===== src/rtl/core/lbss_pkg.sv =====
// Package with shared types and constants of the LED blink slot scheduler.
`default_nettype none

package lbss_pkg;

  localparam int unsigned LedW    = 8;
  localparam int unsigned LevelW  = 8;
  localparam int unsigned ColourW = 3 * LevelW;
  localparam int unsigned TickW   = 16;

  // Writes emitted per tick at most, and the width of a counter of them.
  localparam int unsigned MaxResults = 8;
  localparam int unsigned EmitCntW   = $clog2(MaxResults + 1);

  typedef enum logic [1:0] {
    ActTick  = 2'd0,
    ActStart = 2'd1,
    ActClear = 2'd2,
    ActNone  = 2'd3
  } action_e;

  // One slot as it lives in the slot memory; the active flag lives in flops.
  typedef struct packed {
    logic               on_phase;
    logic [LedW-1:0]    led;
    logic [ColourW-1:0] colour;
    logic [TickW-1:0]   blinks_left;
    logic [TickW-1:0]   on_limit;
    logic [TickW-1:0]   off_limit;
    logic [TickW-1:0]   tick_count;
  } slot_entry_t;

  localparam int unsigned EntryW = $bits(slot_entry_t);

endpackage

`default_nettype wire


===== src/rtl/core/lbss_if.sv =====
// Request and result channel interfaces of the LED blink slot scheduler.
`default_nettype none

interface lbss_req_if;
  logic                              valid;
  logic                              ready;
  logic [1:0]                        action;
  logic [lbss_pkg::LedW-1:0]         led_index;
  logic [lbss_pkg::LevelW-1:0]       red;
  logic [lbss_pkg::LevelW-1:0]       green;
  logic [lbss_pkg::LevelW-1:0]       blue;
  logic [lbss_pkg::TickW-1:0]        blink_count;
  logic [lbss_pkg::TickW-1:0]        on_ticks;
  logic [lbss_pkg::TickW-1:0]        off_ticks;

  modport source (
    output valid, action, led_index, red, green, blue, blink_count, on_ticks, off_ticks,
    input  ready
  );
  modport sink (
    input  valid, action, led_index, red, green, blue, blink_count, on_ticks, off_ticks,
    output ready
  );
endinterface

interface lbss_res_if;
  logic                        valid;
  logic                        ready;
  logic [lbss_pkg::LedW-1:0]   out_led;
  logic [lbss_pkg::LevelW-1:0] out_red;
  logic [lbss_pkg::LevelW-1:0] out_green;
  logic [lbss_pkg::LevelW-1:0] out_blue;
  logic                        last;

  modport source (
    output valid, out_led, out_red, out_green, out_blue, last,
    input  ready
  );
  modport sink (
    input  valid, out_led, out_red, out_green, out_blue, last,
    output ready
  );
endinterface

`default_nettype wire


===== src/rtl/core/lbss_ram.sv =====
// Generic single-write, single-read RAM with registered read data.
`default_nettype none

module lbss_ram #(
  parameter int unsigned Width = 8,
  parameter int unsigned Depth = 8
) (
  input  wire logic                                     clk_i,
  input  wire logic                                     we_i,
  input  wire logic [(Depth > 1 ? $clog2(Depth) : 1)-1:0] waddr_i,
  input  wire logic [Width-1:0]                         wdata_i,
  input  wire logic                                     re_i,
  input  wire logic [(Depth > 1 ? $clog2(Depth) : 1)-1:0] raddr_i,
  output      logic [Width-1:0]                         rdata_o
);

  logic [Width-1:0] mem_q [Depth];

  always_ff @(posedge clk_i) begin
    if (we_i) begin
      mem_q[waddr_i] <= wdata_i;
    end
    if (re_i) begin
      rdata_o <= mem_q[raddr_i];
    end
  end

endmodule

`default_nettype wire


===== src/rtl/core/led_blink_slot_scheduler.sv =====
// Top level of the LED blink slot scheduler: slot memory and tick sequencer.
//
// Usage: requests arrive on req_i (valid/ready). Action tick walks all slots,
// start stores a blink task in the lowest free slot, clear empties all slots.
// Colour writes leave on res_o (valid/ready), one per slot active at the
// start of a tick, at most MaxResults per tick, the final one with last set.
// Start and clear give no result; a start with every slot busy is dropped.
// A tick visits the slots one at a time; each active slot is read from the
// slot memory while scanning (registered read), then updated and written
// back before the scan moves on to the next slot.
// Results pass through an output register, so a request may be accepted while
// the last result still waits. When the receiver stalls, the sequencer holds
// at the slot whose result is pending until the register frees up.
// Reset clears the active flags, which marks every slot empty; the slot
// memory itself needs no clearing since start rewrites a whole entry, so no
// clearing pass runs and the block is ready right after reset.
`default_nettype none

module led_blink_slot_scheduler #(
  parameter int unsigned SLOTS = 8
) (
  input  wire logic clk_i,
  input  wire logic rst_ni,
  lbss_req_if.sink   req_i,
  lbss_res_if.source res_o
);

  localparam int unsigned IdxW = (SLOTS > 1) ? $clog2(SLOTS) : 1;
  localparam logic [IdxW-1:0] LastIdx = IdxW'(SLOTS - 1);

  typedef enum logic [1:0] {
    StIdle,
    StScan,
    StProc
  } state_e;

  state_e                             state_q;
  logic [IdxW-1:0]                    idx_q;
  logic [SLOTS-1:0]                   active_q;
  logic [lbss_pkg::EmitCntW-1:0]      emit_cnt_q;

  logic                               out_valid_q;
  logic [lbss_pkg::LedW-1:0]          out_led_q;
  logic [lbss_pkg::ColourW-1:0]       out_colour_q;
  logic                               out_last_q;

  // Memory ports.
  logic                               ram_we;
  logic [IdxW-1:0]                    ram_waddr;
  lbss_pkg::slot_entry_t              ram_wdata;
  logic                               ram_re;
  lbss_pkg::slot_entry_t              ram_rdata;

  // Request side.
  logic                               req_fire;
  logic                               is_start;
  logic                               free_found;
  logic [IdxW-1:0]                    free_idx;
  lbss_pkg::slot_entry_t              new_entry;

  // Slot update.
  lbss_pkg::slot_entry_t              upd_entry;
  logic [lbss_pkg::TickW-1:0]         cnt_inc;
  logic [lbss_pkg::TickW-1:0]         limit;
  logic                               upd_active;
  logic                               emit_want;
  logic                               proceed;
  logic                               more_later;
  logic [SLOTS-1:0]                   later_mask;

  assign req_i.ready = (state_q == StIdle);
  assign req_fire    = req_i.valid && req_i.ready;
  assign is_start    = req_fire && (lbss_pkg::action_e'(req_i.action) == lbss_pkg::ActStart);

  // Find the lowest-numbered free slot.
  always_comb begin
    free_found = 1'b0;
    free_idx   = '0;
    for (int s = SLOTS - 1; s >= 0; s--) begin
      if (!active_q[s]) begin
        free_found = 1'b1;
        free_idx   = IdxW'(s);
      end
    end
  end

  always_comb begin
    new_entry.on_phase    = 1'b1;
    new_entry.led         = req_i.led_index;
    new_entry.colour      = {req_i.red, req_i.green, req_i.blue};
    new_entry.blinks_left = req_i.blink_count;
    new_entry.on_limit    = req_i.on_ticks;
    new_entry.off_limit   = req_i.off_ticks;
    new_entry.tick_count  = '0;
  end

  // Advance one slot's counter and phase on a tick.
  always_comb begin
    upd_entry  = ram_rdata;
    upd_active = 1'b1;
    cnt_inc    = ram_rdata.tick_count + lbss_pkg::TickW'(1);
    limit      = ram_rdata.on_phase ? ram_rdata.on_limit : ram_rdata.off_limit;
    upd_entry.tick_count = cnt_inc;
    if (cnt_inc >= limit) begin
      upd_entry.tick_count = '0;
      if (ram_rdata.on_phase) begin
        upd_entry.on_phase = 1'b0;
        if (ram_rdata.blinks_left != '0) begin
          upd_entry.blinks_left = ram_rdata.blinks_left - lbss_pkg::TickW'(1);
          if (ram_rdata.blinks_left == lbss_pkg::TickW'(1)) begin
            upd_active = 1'b0;
          end
        end
      end else begin
        upd_entry.on_phase = 1'b1;
      end
    end
  end

  // Any active slot above the current one still owes a write this tick.
  assign later_mask = (active_q >> idx_q) >> 1;
  assign more_later = (later_mask != '0);

  assign emit_want = (emit_cnt_q < lbss_pkg::EmitCntW'(lbss_pkg::MaxResults));
  assign proceed   = (state_q == StProc) &&
                     (!emit_want || !out_valid_q || res_o.ready);

  assign ram_re    = (state_q == StScan) && active_q[idx_q];
  assign ram_we    = (is_start && free_found) || proceed;
  assign ram_waddr = (state_q == StProc) ? idx_q : free_idx;
  assign ram_wdata = (state_q == StProc) ? upd_entry : new_entry;

  lbss_ram #(
    .Width (lbss_pkg::EntryW),
    .Depth (SLOTS)
  ) u_slot_ram (
    .clk_i   (clk_i),
    .we_i    (ram_we),
    .waddr_i (ram_waddr),
    .wdata_i (ram_wdata),
    .re_i    (ram_re),
    .raddr_i (idx_q),
    .rdata_o (ram_rdata)
  );

  always_ff @(posedge clk_i or negedge rst_ni) begin
    if (!rst_ni) begin
      state_q     <= StIdle;
      idx_q       <= '0;
      active_q    <= '0;
      emit_cnt_q  <= '0;
      out_valid_q <= 1'b0;
    end else begin
      // Drop the held result once the receiver takes it, unless a new one
      // loads in the same cycle.
      if (res_o.ready && !(proceed && emit_want)) begin
        out_valid_q <= 1'b0;
      end

      unique case (state_q)
        StIdle: begin
          if (req_fire) begin
            unique case (lbss_pkg::action_e'(req_i.action))
              lbss_pkg::ActTick: begin
                idx_q      <= '0;
                emit_cnt_q <= '0;
                state_q    <= StScan;
              end
              lbss_pkg::ActStart: begin
                if (free_found) begin
                  active_q[free_idx] <= 1'b1;
                end
              end
              lbss_pkg::ActClear: begin
                active_q <= '0;
              end
              default: begin
              end
            endcase
          end
        end
        StScan: begin
          if (active_q[idx_q]) begin
            state_q <= StProc;
          end else if (idx_q == LastIdx) begin
            state_q <= StIdle;
          end else begin
            idx_q <= idx_q + IdxW'(1);
          end
        end
        StProc: begin
          if (proceed) begin
            active_q[idx_q] <= upd_active;
            if (emit_want) begin
              out_valid_q  <= 1'b1;
              out_led_q    <= ram_rdata.led;
              out_colour_q <= (upd_active && upd_entry.on_phase) ? ram_rdata.colour : '0;
              out_last_q   <= !more_later ||
                              (emit_cnt_q ==
                               lbss_pkg::EmitCntW'(lbss_pkg::MaxResults - 1));
              emit_cnt_q   <= emit_cnt_q + lbss_pkg::EmitCntW'(1);
            end
            if (idx_q == LastIdx) begin
              state_q <= StIdle;
            end else begin
              idx_q   <= idx_q + IdxW'(1);
              state_q <= StScan;
            end
          end
        end
        default: begin
          state_q <= StIdle;
        end
      endcase
    end
  end

  assign res_o.valid     = out_valid_q;
  assign res_o.out_led   = out_led_q;
  assign res_o.out_red   = out_colour_q[2*lbss_pkg::LevelW +: lbss_pkg::LevelW];
  assign res_o.out_green = out_colour_q[lbss_pkg::LevelW +: lbss_pkg::LevelW];
  assign res_o.out_blue  = out_colour_q[0 +: lbss_pkg::LevelW];
  assign res_o.last      = out_last_q;

endmodule

`default_nettype wire

===== src/flat_wrapper.sv =====
// flat-port wrapper written by rule: the top's interface ports become plain ports
module led_blink_slot_scheduler_flat 
#(
  parameter int unsigned SLOTS = 8
)
  (clk_i, rst_ni, req_i_valid, req_i_action, req_i_led_index, req_i_red, req_i_green, req_i_blue, req_i_blink_count, req_i_on_ticks, req_i_off_ticks, req_i_ready, res_o_valid, res_o_out_led, res_o_out_red, res_o_out_green, res_o_out_blue, res_o_last, res_o_ready);
  lbss_req_if req_i_i ();
  lbss_res_if res_o_i ();
  input  wire logic clk_i;
  input  wire logic rst_ni;
  input wire logic [$bits(req_i_i.valid)-1:0] req_i_valid;
  input wire logic [$bits(req_i_i.action)-1:0] req_i_action;
  input wire logic [$bits(req_i_i.led_index)-1:0] req_i_led_index;
  input wire logic [$bits(req_i_i.red)-1:0] req_i_red;
  input wire logic [$bits(req_i_i.green)-1:0] req_i_green;
  input wire logic [$bits(req_i_i.blue)-1:0] req_i_blue;
  input wire logic [$bits(req_i_i.blink_count)-1:0] req_i_blink_count;
  input wire logic [$bits(req_i_i.on_ticks)-1:0] req_i_on_ticks;
  input wire logic [$bits(req_i_i.off_ticks)-1:0] req_i_off_ticks;
  output wire logic [$bits(req_i_i.ready)-1:0] req_i_ready;
  output wire logic [$bits(res_o_i.valid)-1:0] res_o_valid;
  output wire logic [$bits(res_o_i.out_led)-1:0] res_o_out_led;
  output wire logic [$bits(res_o_i.out_red)-1:0] res_o_out_red;
  output wire logic [$bits(res_o_i.out_green)-1:0] res_o_out_green;
  output wire logic [$bits(res_o_i.out_blue)-1:0] res_o_out_blue;
  output wire logic [$bits(res_o_i.last)-1:0] res_o_last;
  input wire logic [$bits(res_o_i.ready)-1:0] res_o_ready;
  assign req_i_i.valid = req_i_valid;
  assign req_i_i.action = req_i_action;
  assign req_i_i.led_index = req_i_led_index;
  assign req_i_i.red = req_i_red;
  assign req_i_i.green = req_i_green;
  assign req_i_i.blue = req_i_blue;
  assign req_i_i.blink_count = req_i_blink_count;
  assign req_i_i.on_ticks = req_i_on_ticks;
  assign req_i_i.off_ticks = req_i_off_ticks;
  assign req_i_ready = req_i_i.ready;
  assign res_o_valid = res_o_i.valid;
  assign res_o_out_led = res_o_i.out_led;
  assign res_o_out_red = res_o_i.out_red;
  assign res_o_out_green = res_o_i.out_green;
  assign res_o_out_blue = res_o_i.out_blue;
  assign res_o_last = res_o_i.last;
  assign res_o_i.ready = res_o_ready;
  led_blink_slot_scheduler #(.SLOTS(SLOTS)) u_core (.clk_i(clk_i), .rst_ni(rst_ni), .req_i(req_i_i), .res_o(res_o_i));
endmodule

===== config.mk =====
export PLATFORM = sky130hd
export DESIGN_NAME = led_blink_slot_scheduler_flat
export DESIGN_NICKNAME = d
export VERILOG_FILES = /design/src/rtl/core/lbss_pkg.sv /design/src/rtl/core/lbss_if.sv /design/src/rtl/core/lbss_ram.sv /design/src/rtl/core/led_blink_slot_scheduler.sv /design/src/flat_wrapper.sv
export SDC_FILE = /design/constraint.sdc
export NUM_CORES = 1
export LEC_CHECK = 0
export BUFFER_PORTS_ARGS = -buffer_cell sky130_fd_sc_hd__buf_4
export CORE_MARGIN = 5
export CORE_UTILIZATION = 60
export CTS_CLUSTER_SIZE = 14
export DETAILED_ROUTE_END_ITERATION = 7
export PLACE_DENSITY = 0.85
export SLEW_MARGIN = 20
export SYNTH_ARGS = -nofsm -noshare
export SYNTH_HDL_FRONTEND = slang
export SYNTH_HIERARCHICAL = 1
export SYNTH_SLANG_ARGS = --single-unit

===== constraint.sdc =====
create_clock -name clk_i -period 10.5 [get_ports clk_i]
set_input_delay 1.05 -clock clk_i [delete_from_list [all_inputs] [get_ports clk_i]]
set_output_delay 1.05 -clock clk_i [all_outputs]
set_load 0.05 [all_outputs]

After elaboration in Yosys (flattened, before gate mapping)
Memory sizes are Yosys's and may differ from the RTL's. A register that Yosys moved wholly into a read port is not among the register bits.
Cells that the tools add are included.
{"block": "totals", "regBits": 51, "ram_bits": 776, "in_bits": 86, "out_inout_bits": 35, "wordCells": 130, "mem_count": 1}
{"memory": "u_core.u_slot_ram.mem_q", "words": 8, "width": 97, "read_ports": 1, "rd_ports_with_merged_regs": 1, "wr": 1, "line": "lbss_ram.sv:17", "text": "logic [Width-1:0] mem_q [Depth];"}
{"block": "op_classes", "add_sub_neg": 4, "magnitude_cmp": 6, "eq_ne": 15, "n_shift": 1, "n_mux": 65, "bitwise": 1, "reduce_logical": 29}
{"cell": "$mux W97", "count": 1}
{"cell": "$mux W16", "count": 5}
{"cell": "$mux W3", "count": 14}
{"cell": "$pmux W8 S2", "count": 2}
{"cell": "$mux W1", "count": 24}
{"cell": "$mux W8", "count": 3}
{"cell": "$add A16 B1 Y16 const B", "count": 1}
{"cell": "$eq A16 B1 Y1 const B", "count": 1}
{"cell": "$ge A16 B16 Y1", "count": 1}
{"cell": "$mux W4", "count": 4}
{"cell": "$reduce_bool A16 Y1", "count": 1}
{"cell": "$sub A16 B1 Y16 const B", "count": 1}
{"cell": "$reduce_and A5 Y1", "count": 3}
{"cell": "$logic_and A1 B1 Y1", "count": 10}
{"cell": "$mux W2", "count": 5}
{"cell": "$ne A3 B3 Y1 const B", "count": 3}
{"cell": "$pmux W3 S3", "count": 1}
{"cell": "$bwmux W8", "count": 1}
{"cell": "$lt A3 B4 Y1 const B", "count": 2}
{"cell": "$or A8 B8 Y8", "count": 1}
{"cell": "$pmux W4 S2", "count": 1}
{"cell": "$reduce_and A4 Y1", "count": 2}
{"cell": "$reduce_bool A8 Y1", "count": 1}
{"cell": "$shr A8 B3 Y8", "count": 1}
{"cell": "18 further kinds", "count": 32}

Depth between registers and ports, before layout
{"block": "logic_depth", "ltp_word": 17, "mapped_depth": 14}

Hierarchy
Netlist, hierarchy kept.
{"module": "lbss_ram", "n_inst": 1, "cells_each": 1232, "area_each_um2": 32093.3}
{"module": "led_blink_slot_scheduler", "n_inst": 1, "cells_each": 549, "area_each_um2": 4948.5}

Worst setup path before layout
Ideal clock, no wire load.
{"block": "synth_path", "path_kind": "input to register", "from": "input req_i_valid", "to": "memory u_core/u_slot_ram/mem_q[0][0] (netlist name), enable pin", "setup_ps": 671, "arrival_ps": 8252, "t_required_ps": 9829, "slack_ps": 1576, "path_stages": 5, "n_path_buf": 0, "cell_sequence": "nor2b_1 -> o311ai_0 -> o21ai_0 -> nand2b_1 -> nor3_1"}
{"block": "synth_via", "elab_chain_cells": 6}
{"element": "start: declaration", "line": "flat_wrapper.sv:11", "text": "input wire logic [$bits(req_i_i.valid)-1:0] req_i_valid;"}
{"element": "$logic_and A1 B1 Y1", "line": "led_blink_slot_scheduler.sv:72", "text": "assign req_fire = req_i.valid && req_i.ready;"}
{"element": "$logic_and A1 B1 Y1", "line": "led_blink_slot_scheduler.sv:73", "text": "assign is_start = req_fire && (lbss_pkg::action_e'(req_i.action) == lbss_pkg::ActStart);"}
{"element": "$logic_and A1 B1 Y1", "line": "led_blink_slot_scheduler.sv:129", "text": "assign ram_we = (is_start && free_found) || proceed;"}
{"element": "$logic_or A1 B1 Y1", "line": "led_blink_slot_scheduler.sv:129"}
{"element": "named net u_core.ram_we", "line": "led_blink_slot_scheduler.sv:48", "text": "logic ram_we;"}
{"element": "$mux W1", "line": "lbss_ram.sv:20", "text": "if (we_i) begin"}
{"element": "$mux W1 (implied by the code)", "line": "lbss_ram.sv:21", "text": "mem_q[waddr_i] <= wdata_i;"}
{"element": "end: declaration", "line": "lbss_ram.sv:17"}
The timed path passes the listed nets, and every way through them passes these cells.

Final worst setup path
{"block": "layout_path", "from": "register u_core.state_q[0]", "to": "memory u_core/u_slot_ram/mem_q[1][43] (netlist name), enable pin"}
{"element": "start: declaration", "line": "led_blink_slot_scheduler.sv:37", "text": "state_e state_q;"}
{"element": "start signal: assignment", "line": "led_blink_slot_scheduler.sv:148", "text": "state_q <= StIdle;"}
{"element": "start signal: assignment", "line": "led_blink_slot_scheduler.sv:167", "text": "state_q <= StScan;"}
{"element": "start signal: assignment", "line": "led_blink_slot_scheduler.sv:184", "text": "state_q <= StProc;"}
{"element": "$eq A2 B2 Y1", "line": "led_blink_slot_scheduler.sv:130", "text": "assign ram_waddr = (state_q == StProc) ? idx_q : free_idx;"}
{"element": "$mux W3", "line": "led_blink_slot_scheduler.sv:130"}
{"element": "named net u_core.ram_waddr[0]", "line": "led_blink_slot_scheduler.sv:49", "text": "logic [IdxW-1:0] ram_waddr;"}
The timed path passes the listed nets, and every way through them passes these cells.

==> run metrics <==
outcome finished clean; kind of critical path flop to flop; maximum vdd drop 225 uV; syn nets 1893; Simple-Gate Fraction of Synth Area roughly 3.2%; vias per cell between 6 and 7; Max Cap Viol 0; P_sw 3.55 mW; crit-path max cell delay ~0.71 ns; Post-CTS Setup Repair Bufs 0; Yosys top cell area share 73.4%; setup TNS 0 ns; Comb power frac 27.4%; Final period util 49.1%; max frequency 0.194 GHz; Placer Congestion 0.839; CP Data Required Time about 11 ns; fin. max-slew vios 0; Tot Pwr 11.7 mW; Final WS setup 5.35 ns; Detail Route Antenna Nets 0; ys async rst share roughly 2%; Final min period 5.15 ns; H-tree depth 3; Post-synth EDFFs 906; area grow syn2layout 12.5%; DP Wirelength roughly 43 mm; IO Pins 121; post-synthesis xor/xnor area fraction 0.422%; Final Non-Filler Cells 2792; largest net degree at the start of global routing between 150 and 200; register area share after synthesis approximately 75%; root buffer cell clkbuf_16; die area 0.0668 mm2; Syn. warnings 6; final setup fails 0; CTS buffer count 88; Synth Area in Compound Gates 1.98%; Sw Share 30.3%; port buffer count 120; Avg Inst Size Synth between 20 and 25 um2; Fin Clk Skew about 0.023 ns; worst path arrival time 5.41 ns; Post-DP Area 0.0387 mm2; first-pass GRT wire length 122 mm; CP max stage cell buf_4; startpoint types flop; Num Clock Sinks a little over 900; Fin. Hold Viols 0; Routed wire per std cell 29.0 um; clock-pin transition on the worst setup and hold timing paths 0.06 ns; Clock Latency Late Sink 0.64 ns; Die X roughly 260 um; PostCTS Resize Cnt 0; largest area contributor in the netlist edfxtp_1; pre-CTS setup slack 5.32 ns; CTS tree built; row count 91; chip height 258 um; vias in the first global route 19200; internal power 8.17 mW; layout cells sized above 1 33.1%; worst-margin pin slew 1.13 ns; DR pass1 iterations 5; post-synthesis adder-cell area fraction less than 1%; CP endpoint kind flop; nets@finish ~2000; Synth area leaders edfxtp_1 (73%), mux4_2 (12%), mux2_2 (5.0%); Tot GR Track Use 24.2%; leakage power 13.3 nW; CP max FO 46; cells along the critical path inv_1 -> ha_4 -> buf_4 -> nand2_1 -> o21ai_0 -> nand2b_1 -> nor2_4 -> buf_4 -> buf_4; CP Depth 9; GRT overflow 0; Residual DRC 0; Final Cell Area 0.0417 mm2; synth unique cells 61; Most Frequent Cell on Critical Path buf_4; initial antenna violation count 0; cells on worst reg2reg path 9; vias post-DR 18400; dominant synthesized flop cell edfxtp_1; DP Cell Count 2627; Max clock buf depth 3; Crit path max-delay family buffers and inverters; Sequential Power Share 45.9%; RSZ-0062 raised after global routing false; FF+latch count, synth 924; largest family of logic cells by synthesized area multiplexers; clock share of power 26.7%; CTS Hold Bufs 0; Synth Cell Area about 0.037 mm2; Reg area 0.0277 mm2; Hold Crit Class input pin to asynchronous set/reset pin; Slew HR about a quarter; Diodes inserted 0; power density over the cells between 200 and 300 mW/mm2; initial core utilization 60.2%; area occupied by multi-input gates 0.00892 mm2; WL final 80.8 mm; # fillers 3593; initial DRC count 2079; Buf/Inv on CP 4; mux cell area share after synthesis around 17%; core box area 0.0615 mm2; synthesized instance count 1781
[worst register-to-register path: stages, from the launching register on]
cell      delay (ns)
dfrtp_1         0.40
inv_1           0.16
ha_4            0.55
buf_4           0.65
nand2_1         0.21
o21ai_0         0.32
nand2b_1        0.29
nor2_4          0.69
buf_4           0.72
buf_4           0.73
[registers in the layout (all words and copies together) (netlist names)]
register and cells:
u_core/u_slot_ram/rdata_o 97, u_core/idx_q 3, u_core/res_o.out_led 8, u_core/emit_cnt_q 4, u_core/state_q 2, u_core/u_slot_ram/mem_q 776, u_core/active_q 8, u_core/res_o.valid 1
u_core/res_o.last 1, u_core/out_colour_q 24
[per-layer routing]
layer  up-vias  part of all wire (%)  track usage [%]  wire (um)
li1       7643                     -                -          -
met1      9553                    37             32.4      30000
met2       990                    52             41.5      42000
met3       164                   7.7             4.24       6230
met4         0                   3.1             7.51       2540
met5         -                     0                0          0
[Yosys cell counts (all sizes together), types with 7 or more instances]
master	count
clkbuf	50
mux4	196
nand3	17
and3	18
xnor2	13
nor2	46
nand2	38
nor4	7
a21oi	32
and2	26
nand2b	13
nor3	16
buf	40
inv	17
a31oi	13
dfrtp	18
nand4	7
mux2i	18
ha	26
mux2	164
o21ai	23
edfxtp	906
or4	7
[cell type report]
type                            instances  share of cell area (%)
Clock buffer                          115                    5.75
Multi-Input combinational cell        750                    21.4
Clock inverter                         48                    1.15
Timing Repair Buffer                  148                    2.79
Tap cell                              790                    2.37
Sequential cell                       924                    66.4
Inverter                               17                   0.153
[cells in the final DEF (no fill, tap or decap), types with 6 or more instances in the layout]
master	instances
or4_1	6
ha_1	25
and3_1	18
buf_4	144
nand3_1	17
nor2b_1	6
nand4_1	7
nand2_1	38
mux2_2	164
mux2i_1	18
nor2_1	40
nand2b_1	13
edfxtp_1	906
a21oi_1	32
or2_2	6
nor2_4	6
nor3_1	14
xnor2_1	12
o21ai_0	23
bufinv_16	8
mux4_2	196
clkbuf_16	90
dfrtp_1	15
clkbuf_1	20
a31oi_1	13
inv_1	17
clkinv_1	21
clkinv_2	11
and2_1	24
[path summary, 6_finish.rpt]
path | start | to | slack, ns
worst min-delay path | rst_ni | u_core/state_q[1] | 0.30
worst max-delay path | u_core/state_q[0] | u_core/u_slot_ram/mem_q[1][43] | 5.35
worst min register to register | u_core/u_slot_ram/rdata_o[88] | u_core/res_o.out_led[0] | 0.45
worst max register to register | u_core/state_q[0] | u_core/u_slot_ram/mem_q[1][43] | 5.35
max in group asynchronous | rst_ni | u_core/idx_q[2] | 9.96
min in group clk_i | u_core/u_slot_ram/rdata_o[88] | u_core/res_o.out_led[0] | 0.45
[logic make-up (layout without fill, tap and decap cells)]
kind of cell / after synthesis / in the layout
buffers and inverters: 107 / 328
and+or+nand+nor: 218 / 218
muxes: 378 / 378
AOI/OAI and AO/OA: 111 / 111
adders and majority gates: 26 / 26
xor gates and xnor gates: 17 / 17
DFF: 924 / 924
[power by group through the flow]
stage	Combinational, mW	Sequential [mW]	Clock (mW)
2_1_floorplan	2.40	5.30	0
3_3_place_gp	3.01	5.39	0
3_5_place_dp	3.13	5.43	0
4_1_cts	3.21	5.38	3.17
5_1_grt	3.44	5.42	3.36
6_report	3.21	5.38	3.13
[stage by stage]
| stage | hold WS, ns | utilization [%] |
|---|---|---|
| 2_1_floorplan | 0.420 | - |
| 4_1_cts | 0.260 | 67.7 |
| 6_report | 0.295 | 67.8 |
| 3_5_place_dp | 0.434 | 63.0 |
| 5_1_grt | 0.273 | 67.8 |
| 3_3_place_gp | 0.423 | 63.0 |
No activity file was read; power rests on OpenSTA's default activity.
